--- src/rtl/tcw_pkg.sv ---
// ----------------------------------------------------------------------------
// tcw_pkg
// Shared constants and types of the text-mode console writer: screen
// geometry, character codes, item kinds and the control bundles between units.
// ----------------------------------------------------------------------------
`default_nettype none

package tcw_pkg;

  localparam int unsigned Columns   = 80;
  localparam int unsigned Rows      = 25;
  localparam int unsigned CellCount = Columns * Rows;
  localparam int unsigned CellAw    = $clog2(CellCount);
  localparam int unsigned SweepW    = $clog2(CellCount + 1);

  localparam int unsigned CellW  = 16;
  localparam int unsigned CharW  = 8;
  localparam int unsigned ColW   = 7;
  localparam int unsigned RowW   = 5;
  localparam int unsigned IndexW = 11;

  localparam logic [CharW-1:0] CharNul   = 8'h00;
  localparam logic [CharW-1:0] CharBs    = 8'h08;
  localparam logic [CharW-1:0] CharLf    = 8'h0a;
  localparam logic [CharW-1:0] CharCr    = 8'h0d;
  localparam logic [CharW-1:0] CharSpace = 8'h20;

  localparam logic KindPut  = 1'b0;
  localparam logic KindRead = 1'b1;

  typedef struct packed {
    logic             put;
    logic [CharW-1:0] char_code;
  } cur_cmd_t;

  typedef struct packed {
    logic              wr;
    logic [CellAw-1:0] idx;
    logic              blank;
  } cur_upd_t;

  typedef struct packed {
    logic              re;
    logic [CellAw-1:0] raddr;
    logic              we;
    logic [CellAw-1:0] waddr;
    logic [CellW-1:0]  wdata;
  } ram_req_t;

endpackage

`default_nettype wire

--- src/rtl/tcw_cursor.sv ---
// ----------------------------------------------------------------------------
// tcw_cursor
// Cursor registers and the control-code decode of a put beat: next position,
// cell to write and whether the screen must be blanked.
// ----------------------------------------------------------------------------
`default_nettype none

module tcw_cursor (
  input  wire logic                       clk_i,
  input  wire logic                       rst_ni,
  input  wire tcw_pkg::cur_cmd_t          cmd_i,
  output tcw_pkg::cur_upd_t               upd_o,
  output logic [tcw_pkg::ColW-1:0]        col_o,
  output logic [tcw_pkg::RowW-1:0]        row_o
);

  localparam logic [tcw_pkg::CellAw-1:0] ColsA = tcw_pkg::CellAw'(tcw_pkg::Columns);

  logic [tcw_pkg::ColW-1:0] col_q, col_d;
  logic [tcw_pkg::RowW-1:0] row_q, row_d;
  logic [tcw_pkg::ColW:0]   c;
  logic [tcw_pkg::RowW:0]   r;

  always_comb begin
    c         = {1'b0, col_q};
    r         = {1'b0, row_q};
    upd_o.wr    = 1'b0;
    upd_o.blank = 1'b0;
    upd_o.idx   = tcw_pkg::CellAw'(row_q) * ColsA + tcw_pkg::CellAw'(col_q);
    case (cmd_i.char_code)
      tcw_pkg::CharNul: begin
      end
      tcw_pkg::CharLf: begin
        c = '0;
        r = r + 1'b1;
      end
      tcw_pkg::CharBs: begin
        if (c != '0) begin
          c = c - 1'b1;
        end
      end
      tcw_pkg::CharCr: begin
        r = r + 1'b1;
      end
      default: begin
        upd_o.wr = 1'b1;
        c        = c + 1'b1;
      end
    endcase
    if (c >= tcw_pkg::Columns) begin
      c = '0;
      r = r + 1'b1;
    end
    if (r >= tcw_pkg::Rows) begin
      upd_o.blank = 1'b1;
      c           = '0;
      r           = '0;
    end
    col_d = c[tcw_pkg::ColW-1:0];
    row_d = r[tcw_pkg::RowW-1:0];
  end

  always_ff @(posedge clk_i or negedge rst_ni) begin
    if (!rst_ni) begin
      col_q <= '0;
      row_q <= '0;
    end else if (cmd_i.put) begin
      col_q <= col_d;
      row_q <= row_d;
    end
  end

  assign col_o = col_q;
  assign row_o = row_q;

endmodule

`default_nettype wire

--- config.mk ---
export PLATFORM = sky130hd
export DESIGN_NAME = tcw_cursor
export DESIGN_NICKNAME = d
export VERILOG_FILES = /design/src/rtl/tcw_pkg.sv /design/src/rtl/tcw_cursor.sv
export SDC_FILE = /design/constraint.sdc
export NUM_CORES = 1
export LEC_CHECK = 0
export ABC_AREA = 1
export BUFFER_PORTS_ARGS = -buffer_cell sky130_fd_sc_hd__clkbuf_2
export CAP_MARGIN = 20
export CORE_ASPECT_RATIO = 0.8
export CORE_UTILIZATION = 56
export CTS_CLUSTER_DIAMETER = 200
export CTS_CLUSTER_SIZE = 16
export DETAILED_ROUTE_END_ITERATION = 16
export HOLD_SLACK_MARGIN = 0.02
export PLACE_DENSITY = 0.9
export SYNTH_ARGS = -nofsm -noshare
export SYNTH_HDL_FRONTEND = slang
export SYNTH_SLANG_ARGS = --single-unit
--- constraint.sdc ---
create_clock -name clk_i -period 2.57 [get_ports clk_i]
set_input_delay 0 -clock clk_i [delete_from_list [all_inputs] [get_ports clk_i]]
set_output_delay 0 -clock clk_i [all_outputs]
set_load 0.05 [all_outputs]
## Word level (Yosys, flattened, before mapping)

Index checks and enable logic that the tools add are counted.

| cells by class | value |
|---|---|
| add/sub/neg operators | 5 |
| $mul | 1 |
| divide/modulo/power cells | 0 |
| magnitude comparators | 2 |
| eq/ne operators | 3 |
| shift-type cells | 0 |
| muxes and demuxes | 9 |
| bitwise gates (word level) | 0 |
| reduce and logical (&&, ||, !) cells | 5 |

Operator list:

| cell | number |
|---|---|
| $eq 8x4->1 const B | 3 |
| $pmux 8 s3 | 1 |
| $mux 7 | 2 |
| $mux 6 | 2 |
| $add 11x7->11 | 1 |
| $add 7x1->8 const B | 1 |
| $ge 8x7->1 const B | 1 |
| $logic_not 8->1 | 1 |
| $mux 8 | 1 |
| $sub 7x1->8 const B | 1 |
| $mul 5x3->7 const B | 1 |
| $reduce_bool 7->1 | 1 |
| $add 5x1->6 const B | 1 |
| $add 6x1->6 const B | 1 |
| $ge 6x5->1 const B | 1 |
| $mux 5 | 1 |
| $reduce_or 2->1 | 2 |
| $reduce_or 4->1 | 1 |
| $mux 1 | 2 |

| storage, ports and cells | value |
|---|---|
| flip-flop bits (word level) | 12 |
| bits in latches | 0 |
| RAM bits | 0 |
| memory bits (read-only) | 0 |
| input bits | 11 |
| output and inout bits | 25 |
| logic and storage cells | 27 |
| memories kept | 0 |

## Longest topological paths before layout

Gate-level depths: netlist of the first run.

| logic depth | value |
|---|---|
| depth in word-level cells | 7 |
| mapped depth | 20 |
| depth with buffers taken out | 19 |

## Least setup slack after synthesis of the first run

Ideal clock, no wire load.

| timing | value |
|---|---|
| path kind | reg2out |
| start point | register row_q, in the netlist row_o[3] |
| end point | output port upd_o[11] (netlist bit) |
| arrival | 2.773 ns |
| data required time | 2.570 ns |
| slack | -0.203 ns |
| stages on the path, launching flop included | 9 |
| buffers on the path | 0 |
| path through | dfrtp_1 -> ha_1 -> ha_1 -> inv_1 -> fa_1 -> inv_1 -> nand2_1 -> nor2_1 -> xor2_1 |

RTL lines:

| what | line | RTL |
|---|---|---|
| from (decl) | tcw_cursor.sv:20 | `logic [tcw_pkg::RowW-1:0] row_q, row_d;` |
| from (signal assigned) | tcw_cursor.sv:69 | `row_q <= row_d;` |
| to (decl) | tcw_cursor.sv:12 | `output tcw_pkg::cur_upd_t upd_o,` |

==> flow_summary.ini, run 1 <==
[power_and_ir_drop]
clkPwrFrac_pct = 7.4
power_frac_comb_pct = 77.5
p_per_area_mw_per_mm2 = 1340
p_int_mw = 1.09
p_leak_nw = 1.24
p_sw_mw = 1.89
power.share.sequential_pct = 15.1
netSwitchingFraction_pct = 63.4
ir_worst_vdd_mv = 0.717

[logic_synthesis]
synth_cell_types = 32
avgSynthCellArea_um2 = 6.59
synth_ff_type = dfrtp_1
postSynthCellCount = 285
ys_ff_latch = 12
yosys_warnings = 0
ys_seq_area_share_pct = 16.0
synth_nets = 311
async_flop_share_pct = 100
synth-edff-count = 0
synth.cell_area_mm2 = 0.00188

[global_route]
grt_overflow_total = 0
grt_max_degree = 18
first_global_vias = 1690
grt_pass1_wl_um = 7580
grt_util_all_layers_pct = 27.8
antenna_found_initial = 0

[floorplan]
die_area_mm2 = 0.00359
die_y_um = 53.8
die_x_um = 66.7
initial_core_util_pct = 60.0
core_area_mm2 = 0.00313
io-pin-count = 36
num_rows = 18

[setup_path]
arrival_ns = 2.45
path_class = reg2out
crit_chain = ha_1 > inv_1 > o21a_1 > inv_1 > ha_1 > xor2_1 > inv_1 > nand2_1 > nand2_1 > clkinv_1 > nand3_2 > nand2_4 > nand2_1 > clkbuf_8
crit_buf_inv = 5
critPathTopFamily = adder cells
critPathSlowestCell = dfrtp_1
critPathLaunchType = flop
cp_max_fo = 9
required_ns = 2.57
cp-end-kind = output port
cpPeakStageDelay_ns = 0.45

[routing]
ant_nets = 0
first_pass_iters = 5
wirelength_um = 4640
wl_per_cell_um = 12.7
dr_total_vias = 1950
drc_errors = 0
drt_iter0_markers = 103
viasPerCell = 5.33

[timing]
drv_slew = 0
finalSetupViolCount = 0
period_needed_ns = 2.45
holdWs_ns = 0.131
finalHoldViolCount = 0
post-route-period-util_pct = 95.4
skew_ns = 0.00212
worst_pin_slew_ns = 0.437
slew_headroom_pct = 70.7
max_freq_ghz = 0.408

[clocking]
clk_pin_slew_worst_paths_ns = 0.06
insertion_delay_ns = 0.25
h-tree-depth = 1
clock_path_buffers = 2
cts_buffers = 3
cts-root-buf = clkbuf_8
cts.sinks = 12
cts_tree = built

[flow_run]
maxCapViolCount = 0

[placed_design]
dp.final_hpwl_um = 3620
gp_congestion = 0.914
place_area_mm2 = 0.00209
io_buffers = 35

[hold_path]
min_path_type = in2reg

[layout]
final_common_cell = nand2_1
synthToLayoutAreaGrowth_pct = 18.9
diodes = 0
final_cell_mix = nand2_1 (75), clkbuf_2 (33), inv_1 (31)
final_cell_area_mm2 = 0.00223
final_nets = 353
final_layout_size_suffix_gt1_share_pct = 32.2

[run_status]
status = complete, no violations
power by group through the flow:
stage               Combinational, mW  Sequential, mW  Clock (mW)
floorplan                        1.56           0.681           0
global placement                 2.16           0.441           0
detailed placement               2.22           0.449           0
CTS                              2.25           0.447       0.217
global route                     2.51           0.465       0.230
finish                           2.31           0.450       0.222
area by class of cell:
class / count / area (µm²)
Tap cell: 40 / 50.0
Multi-Input combinational cell: 223 / 1390
Timing Repair Buffer: 47 / 279
Sequential cell: 12 / 305
Fill cell: 261 / 898
Inverter: 40 / 153
Clock buffer: 4 / 55.1
repair_timing:
action / 4_1_cts / 5_1_grt
gates cloned: 0 / 0
endpoints found under the hold margin: 12 / 0
pin swaps: 0 / 3
endpoints found under the setup margin: 1 / 2
buffers inserted: 0 / 4
resized for setup: 5 / 10
hold buffers: 1 / 0
stage by stage:
step	util, %	setup WS (ns)	setup TNS [ns]	power [mW]	instances
6_report	71.3	0.118	0	2.98	366
5_1_grt	71.3	-0.00334	-0.00334	3.20	366
4_1_cts	69.4	0.0249	0	2.91	362
3_5_place_dp	66.8	0.0890	0	2.67	357
3_3_place_gp	66.8	0.223	0	2.60	357
2_1_floorplan	-	-0.0328	-0.0328	2.24	285
tightest hold or removal path, stage by stage:
cell and delay (ns):
clkbuf_2 0.11, nand3_1 0.08, inv_1 0.05, nand3_2 0.07
nand2_1 0.04
sequential cells by signal, indices dropped and copies added, names as in the netlist:
name / count
col_o: 7
row_o: 5
path summary, 6_finish.rpt:
path                            end      from  cells past startpoint  slack [ns]
setup / recovery           upd_o[0]  row_o[1]                     14        0.12
hold / removal             col_o[6]  cmd_i[8]                      5        0.13
setup reg to reg           col_o[4]  row_o[1]                     15        0.22
hold reg to reg            row_o[1]  row_o[1]                      2        0.63
max in group asynchronous  col_o[4]    rst_ni                      2        2.13
min in group asynchronous  col_o[3]    rst_ni                      2        0.18
cell usage after synthesis (2+ instances only):
library cell / number / share of area, %
nor2_1: 27 / 5.4
nand4_1: 5 / 1.7
dfrtp_1: 12 / 16
nand2_1: 75 / 15
nand3_2: 12 / 6.4
a21oi_1: 4 / 1.1
o21ai_1: 2 / 0.53
inv_1: 32 / 6.4
buf_6: 3 / 1.8
xnor2_1: 3 / 1.4
nor2_4: 4 / 2.4
nand2_4: 3 / 1.8
nor2_2: 4 / 1.3
buf_4: 5 / 2.0
inv_2: 6 / 1.2
nand2_2: 13 / 4.3
ha_1: 13 / 8.7
o21ai_0: 6 / 1.6
xor2_1: 13 / 6.1
fa_1: 2 / 2.1
clkinv_1: 2 / 0.40
nand3_1: 28 / 7.5
nor3_1: 2 / 0.53
metal layers:
metal  part of all wire (%)  GRT usage (%)
met1                     44           37.5
met2                     48           49.3
met3                    7.1           2.75
met4                    1.1           3.55
met5                      0              0
logic make-up after synthesis:
| logic type | Yosys count | share of synthesized area (%) |
|---|---|---|
| buffers and inverters | 50 | 12.3 |
| flip-flops | 12 | 16.0 |
| AO/OA/AOI/OAI | 17 | 5.80 |
| adder cells (fa/ha/maj) | 15 | 10.8 |
| AND/OR/NAND/NOR | 175 | 47.7 |
| XOR/XNOR | 16 | 7.46 |
No activity file was read; power rests on OpenSTA's default activity.
==> run 2, diff against run 1 <==
Settings changed: GPL_TIMING_DRIVEN set to 0, PLACE_DENSITY 0.9 to 0.79.
==> flow_summary.ini, run 2 (synthesis gave the netlist of run 1 again) <==
[timing]
post-route-period-util_pct = 96.6
worst_pin_slew_ns = 0.429
skew_ns = 0.00130
finalSetupViolCount = 0
finalSetupTns_ns = 0
period_needed_ns = 2.48
timing.final.ws_setup_ns = 0.0885
finalHoldViolCount = 0
slew_headroom_pct = 71.4
max_freq_ghz = 0.403
drv_slew = 0

[setup_path]
critPathSlowestCell = dfrtp_1
timing.rr.start = col_o[5]
cpPeakStageDelay_ns = 0.40
critPathLaunchType = flop
path_class = reg2out
cp_max_fo = 8
r2r_setup_slack_ns = 0.19
required_ns = 2.57
crit_chain = buf_6 > nor2_2 > nand2_1 > nor2_4 > nor2_4 > nand2_2 > nand2_2 > nor2_4 > nand2_2 > nand2_4 > nand2_4 > nand2_1 > nand2_1 > nor2_2 > nand2_2 > buf_8 > nand2_1 > clkbuf_8
crit_start = col_o[5]
cp-end-kind = output port
arrival_ns = 2.48

[power_and_ir_drop]
total_power_mw = 3.10
ir_worst_vdd_mv = 0.876
power.share.sequential_pct = 13.7
netSwitchingFraction_pct = 60.8
power_frac_comb_pct = 79.4
clkPwrFrac_pct = 6.9
p_leak_nw = 1.31
p_int_mw = 1.22
p_per_area_mw_per_mm2 = 1310
p_sw_mw = 1.88

[floorplan]
die_x_um = 66.7
io-pin-count = 36
initial_core_util_pct = 60.0
num_rows = 18
core_area_mm2 = 0.00313
die_area_mm2 = 0.00359
die_y_um = 53.8

[layout]
synthToLayoutAreaGrowth_pct = 25.6
fin_util_pct = 75.4
num-fill-cells = 255
largest_reg_flops = 7
diodes = 0
final_layout_size_suffix_gt1_share_pct = 36.3
final_nets = 369
seq_area_um2 = 307
final_cell_area_mm2 = 0.00236
multi_input_area_mm2 = 0.00139
final_common_cell = nand2_1
final_cell_mix = nand2_1 (75), clkbuf_2 (33), inv_1 (30)

[clocking]
insertion_delay_ns = 0.25
clk_pin_slew_worst_paths_ns = 0.05
h-tree-depth = 1
cts-root-buf = clkbuf_8
cts_buffers = 3
cts_tree = built
cts.sinks = 12
clock_path_buffers = 2

[hold_path]
hold_start = cmd_i[8]
min_path_type = in2reg

[global_route]
antenna_found_initial = 0
grtUsageMet2_pct = 39.6
grt_most_used_layer = met2
grt_max_degree = 13
grt_util_all_layers_pct = 24.7
grtUsageMet3_pct = 4.24
first_global_vias = 1546
grt_use_met1_pct = 35.3
grt_overflow_total = 0
grt_pass1_wl_um = 6690

[placed_design]
io_buffers = 35
dp.final_hpwl_um = 3250
gp_congestion = 0.862
place_area_mm2 = 0.00212
dp_slack_ns = 0.0860

[routing]
first_pass_iters = 4
drt_iter0_markers = 84
drc_errors = 0
ant_nets = 0
dr_total_vias = 1949
wl_per_cell_um = 11.7
wirelength_um = 4470
viasPerCell = 5.10

[run_status]
status = complete, no violations

[flow_run]
maxCapViolCount = 0
[run 2: changes by cell type in the layout (fill, tap and decap cells not counted), sizes merged]
cell    change
clkbuf      +1
buf        +15
[run 2: final timing paths]
| path | end | depth (start not counted) |
|---|---|---|
| worst max register to register | row_o[4] | 19 |
| min in group asynchronous | col_o[2] | 2 |
| worst max-delay path | upd_o[0] | 18 |
| max in group asynchronous | row_o[1] | 2 |
| worst min register to register | row_o[3] | 2 |
| worst min-delay path | col_o[3] | 4 |
[run 2: layout make-up]
| class | count | share of cell area [%] |
|---|---|---|
| timing repair buffer | 53 | 13.7 |
| clock buffer | 4 | 2.33 |
| inverter | 40 | 6.47 |
| multi-input combinational | 223 | 58.7 |
| sequential | 12 | 13.0 |
| buffer | 10 | 3.66 |
| tap | 40 | 2.12 |
[run 2: layer usage]
metal | wire length (µm) | part of all wire, % | vias to the layer above
met1 | 2190 | 49 | 872
met2 | 2010 | 45 | 61
li1 | - | - | 1011
met4 | 40 | 0.89 | 0
met5 | 0 | 0 | -
met3 | 231 | 5.2 | 5
[run 2: worst max-delay path: cells and delay by family, from the launching register on]
kind / cells / cell delay (ns)
buf+inv: 3 / 0.47
flops: 1 / 0.40
simple gates: 15 / 1.36
[run 2: power groups by stage]
stage / combinational [mW] / clock (mW) / sequential [mW]
floorplan: 1.56 / 0 / 0.681
global placement: 2.18 / 0 / 0.440
detailed placement: 2.21 / 0 / 0.444
CTS: 2.29 / 0.208 / 0.428
global route: 2.67 / 0.219 / 0.437
finish: 2.46 / 0.215 / 0.424
[run 2: stage by stage]
stage	hold slack (ns)	cells
after floorplan	-0.296	285
after global placement	-0.101	360
after detailed placement	-0.102	360
after CTS	0.125	369
after global routing	0.193	382
final	0.160	382
[run 2: repair_timing]
action | CTS | global route
hold buffers | 1 | 0
pin swaps | 0 | 2
endpoints found under the setup margin | 1 | 3
resized for setup | 7 | 14
buffers inserted | 4 | 13
endpoints found under the hold margin | 12 | 0
==> run 3, diff against run 2 <==
--- a/config.mk
+++ b/config.mk
@@ -10,5 +10,5 @@
 export CAP_MARGIN = 20
 export CORE_ASPECT_RATIO = 0.8
-export CORE_UTILIZATION = 56
+export CORE_UTILIZATION = 42
 export CTS_CLUSTER_DIAMETER = 200
 export CTS_CLUSTER_SIZE = 16
@@ -16,5 +16,5 @@
 export GPL_TIMING_DRIVEN = 0
 export HOLD_SLACK_MARGIN = 0.02
-export PLACE_DENSITY = 0.79
+export PLACE_DENSITY = 0.61
 export SYNTH_ARGS = -nofsm -noshare
 export SYNTH_HDL_FRONTEND = slang
==> constraint.sdc (replaced) <==
create_clock -name clk_i -period 2.57 [get_ports clk_i]
set_input_delay 0 -clock clk_i [delete_from_list [all_inputs] [get_ports clk_i]]
set_output_delay 0 -clock clk_i [all_outputs]
set_load 0.02 [all_outputs]
==> flow_summary.ini, run 3 (synthesis gave the netlist of run 1 again) <==
[timing]
worst_pin_slew_ns = 0.448
finalSetupViolCount = 0
holdWs_ns = 0.123
max_freq_ghz = 0.413
period_needed_ns = 2.42
slew_headroom_pct = 70.2
drv_slew = 0
post-route-period-util_pct = 94.1
finalHoldViolCount = 0
rsz0062_at_grt = true
finalSetupTns_ns = 0
skew_ns = 0.00181

[floorplan]
die_area_mm2 = 0.00474
io-pin-count = 36
die_y_um = 61.8
die_x_um = 76.8
initial_core_util_pct = 44.4
core_area_mm2 = 0.00423
num_rows = 21

[setup_path]
path_class = reg2out
cp_max_fo = 6
crit_start = row_o[0]
arrival_ns = 2.42
cp-end-kind = output port
required_ns = 2.57
timing.rr.start = row_o[0]
reg2regPathDepth = 16
critPathLaunchType = flop

[layout]
final_cell_area_mm2 = 0.00232
synthToLayoutAreaGrowth_pct = 23.8
seq_area_um2 = 308
num-fill-cells = 431
final_layout_size_suffix_gt1_share_pct = 34.3
final-instance-count-excl-fill = 395
final_nets = 365
largest_reg_flops = 7
multi_input_area_mm2 = 0.00137
final_cell_mix = nand2_1 (75), clkbuf_2 (34), inv_1 (31)
diodes = 0
final_common_cell = nand2_1

[routing]
route.met2.wl_um = 1790
wl_met1_um = 2310
wirelength_um = 4330
dr_total_vias = 1872
drt_iter0_markers = 86
ant_nets = 0
route.met3.wl_um = 230
drc_errors = 0
first_pass_iters = 4
maxUsedRoutingLayer = met3
viasPerCell = 4.74
wl_per_cell_um = 11.0

[hold_path]
min_path_cells = 5
hold_start = cmd_i[8]
min_path_type = in2reg

[clocking]
cts_tree = built
cts-root-buf = clkbuf_8
insertion_delay_ns = 0.24
cts_buffers = 3
h-tree-depth = 1
clock_path_buffers = 2
clk_pin_slew_worst_paths_ns = 0.05
cts.sinks = 12

[global_route]
antenna_found_initial = 0
grt_max_degree = 13
grt_pass1_wl_um = 7100
grt_util_all_layers_pct = 18.8
first_global_vias = 1557
grt_overflow_total = 0

[placed_design]
io_buffers = 35
place_area_mm2 = 0.00212
dp.cells = 377
gp_congestion = 0.822
dp.final_hpwl_um = 3410

[run_status]
status = complete, no violations

[power_and_ir_drop]
p_leak_nw = 1.28
ir_worst_vdd_mv = 0.626
total_power_mw = 2.49
p_per_area_mw_per_mm2 = 1070

[flow_run]
maxCapViolCount = 0
[run 3: power breakdown]
| part | internal (mW) | leakage (nW) | switching (mW) | total (mW) |
|---|---|---|---|---|
| Sequential | 0.276 | 0.149 | 0.152 | 0.428 |
| Clock | 0.135 | 0.0288 | 0.0689 | 0.204 |
| Combinational | 0.751 | 1.11 | 1.11 | 1.86 |
| Total | 1.16 | 1.28 | 1.33 | 2.49 |
[run 3: path summary, 6_finish.rpt]
path                       endpoint  slack [ns]
setup / recovery           upd_o[0]        0.15
hold / removal             col_o[6]        0.12
setup reg to reg           row_o[2]        0.20
hold reg to reg            col_o[6]        0.61
max in group asynchronous  row_o[1]        2.14
min in group asynchronous  col_o[2]        0.18
[run 3: final cells by class]
cell class	instances	area share [%]
clock buffer	4	2.37
multi-input combinational	223	58.7
inverter	40	6.46
sequential	12	13.2
buffer	10	3.88
tap	57	3.07
timing repair buffer	49	12.3
[run 3: worst max-delay path, stage by stage (launching register included)]
cell	delay (ns)
dfrtp_2	0.44
ha_1	0.30
inv_1	0.05
o21a_1	0.18
inv_1	0.06
ha_1	0.23
xor2_1	0.17
inv_1	0.06
nand2_1	0.05
nand2_1	0.06
clkinv_1	0.08
nand3_2	0.07
nand2_2	0.09
buf_8	0.15
nand2_1	0.06
buf_4	0.14
[run 3: metrics by stage]
step / setup slack (ns) / utilization [%]
5_1_grt: -0.00615 / 55.0
4_1_cts: 0.00952 / 52.3
2_1_floorplan: 0.306 / -
3_3_place_gp: 0.138 / 50.2
3_5_place_dp: 0.149 / 50.2
6_report: 0.151 / 55.0
[run 3: layer usage]
metal / global-route usage, % / vias up
met1: 27.4 / 825
met2: 30.5 / 45
met4: 1.37 / 0
li1: - / 1002
met5: 0 / -
met3: 3.36 / 0
[run 3: what timing repair did]
action | in CTS | in global routing
setup buffers | 2 | 11
endpoints found under the setup margin | 1 | 2
resized for setup | 6 | 12
hold buffers | 1 | 0
hold endpoints to repair | 12 | 0
pin swaps | 0 | 4
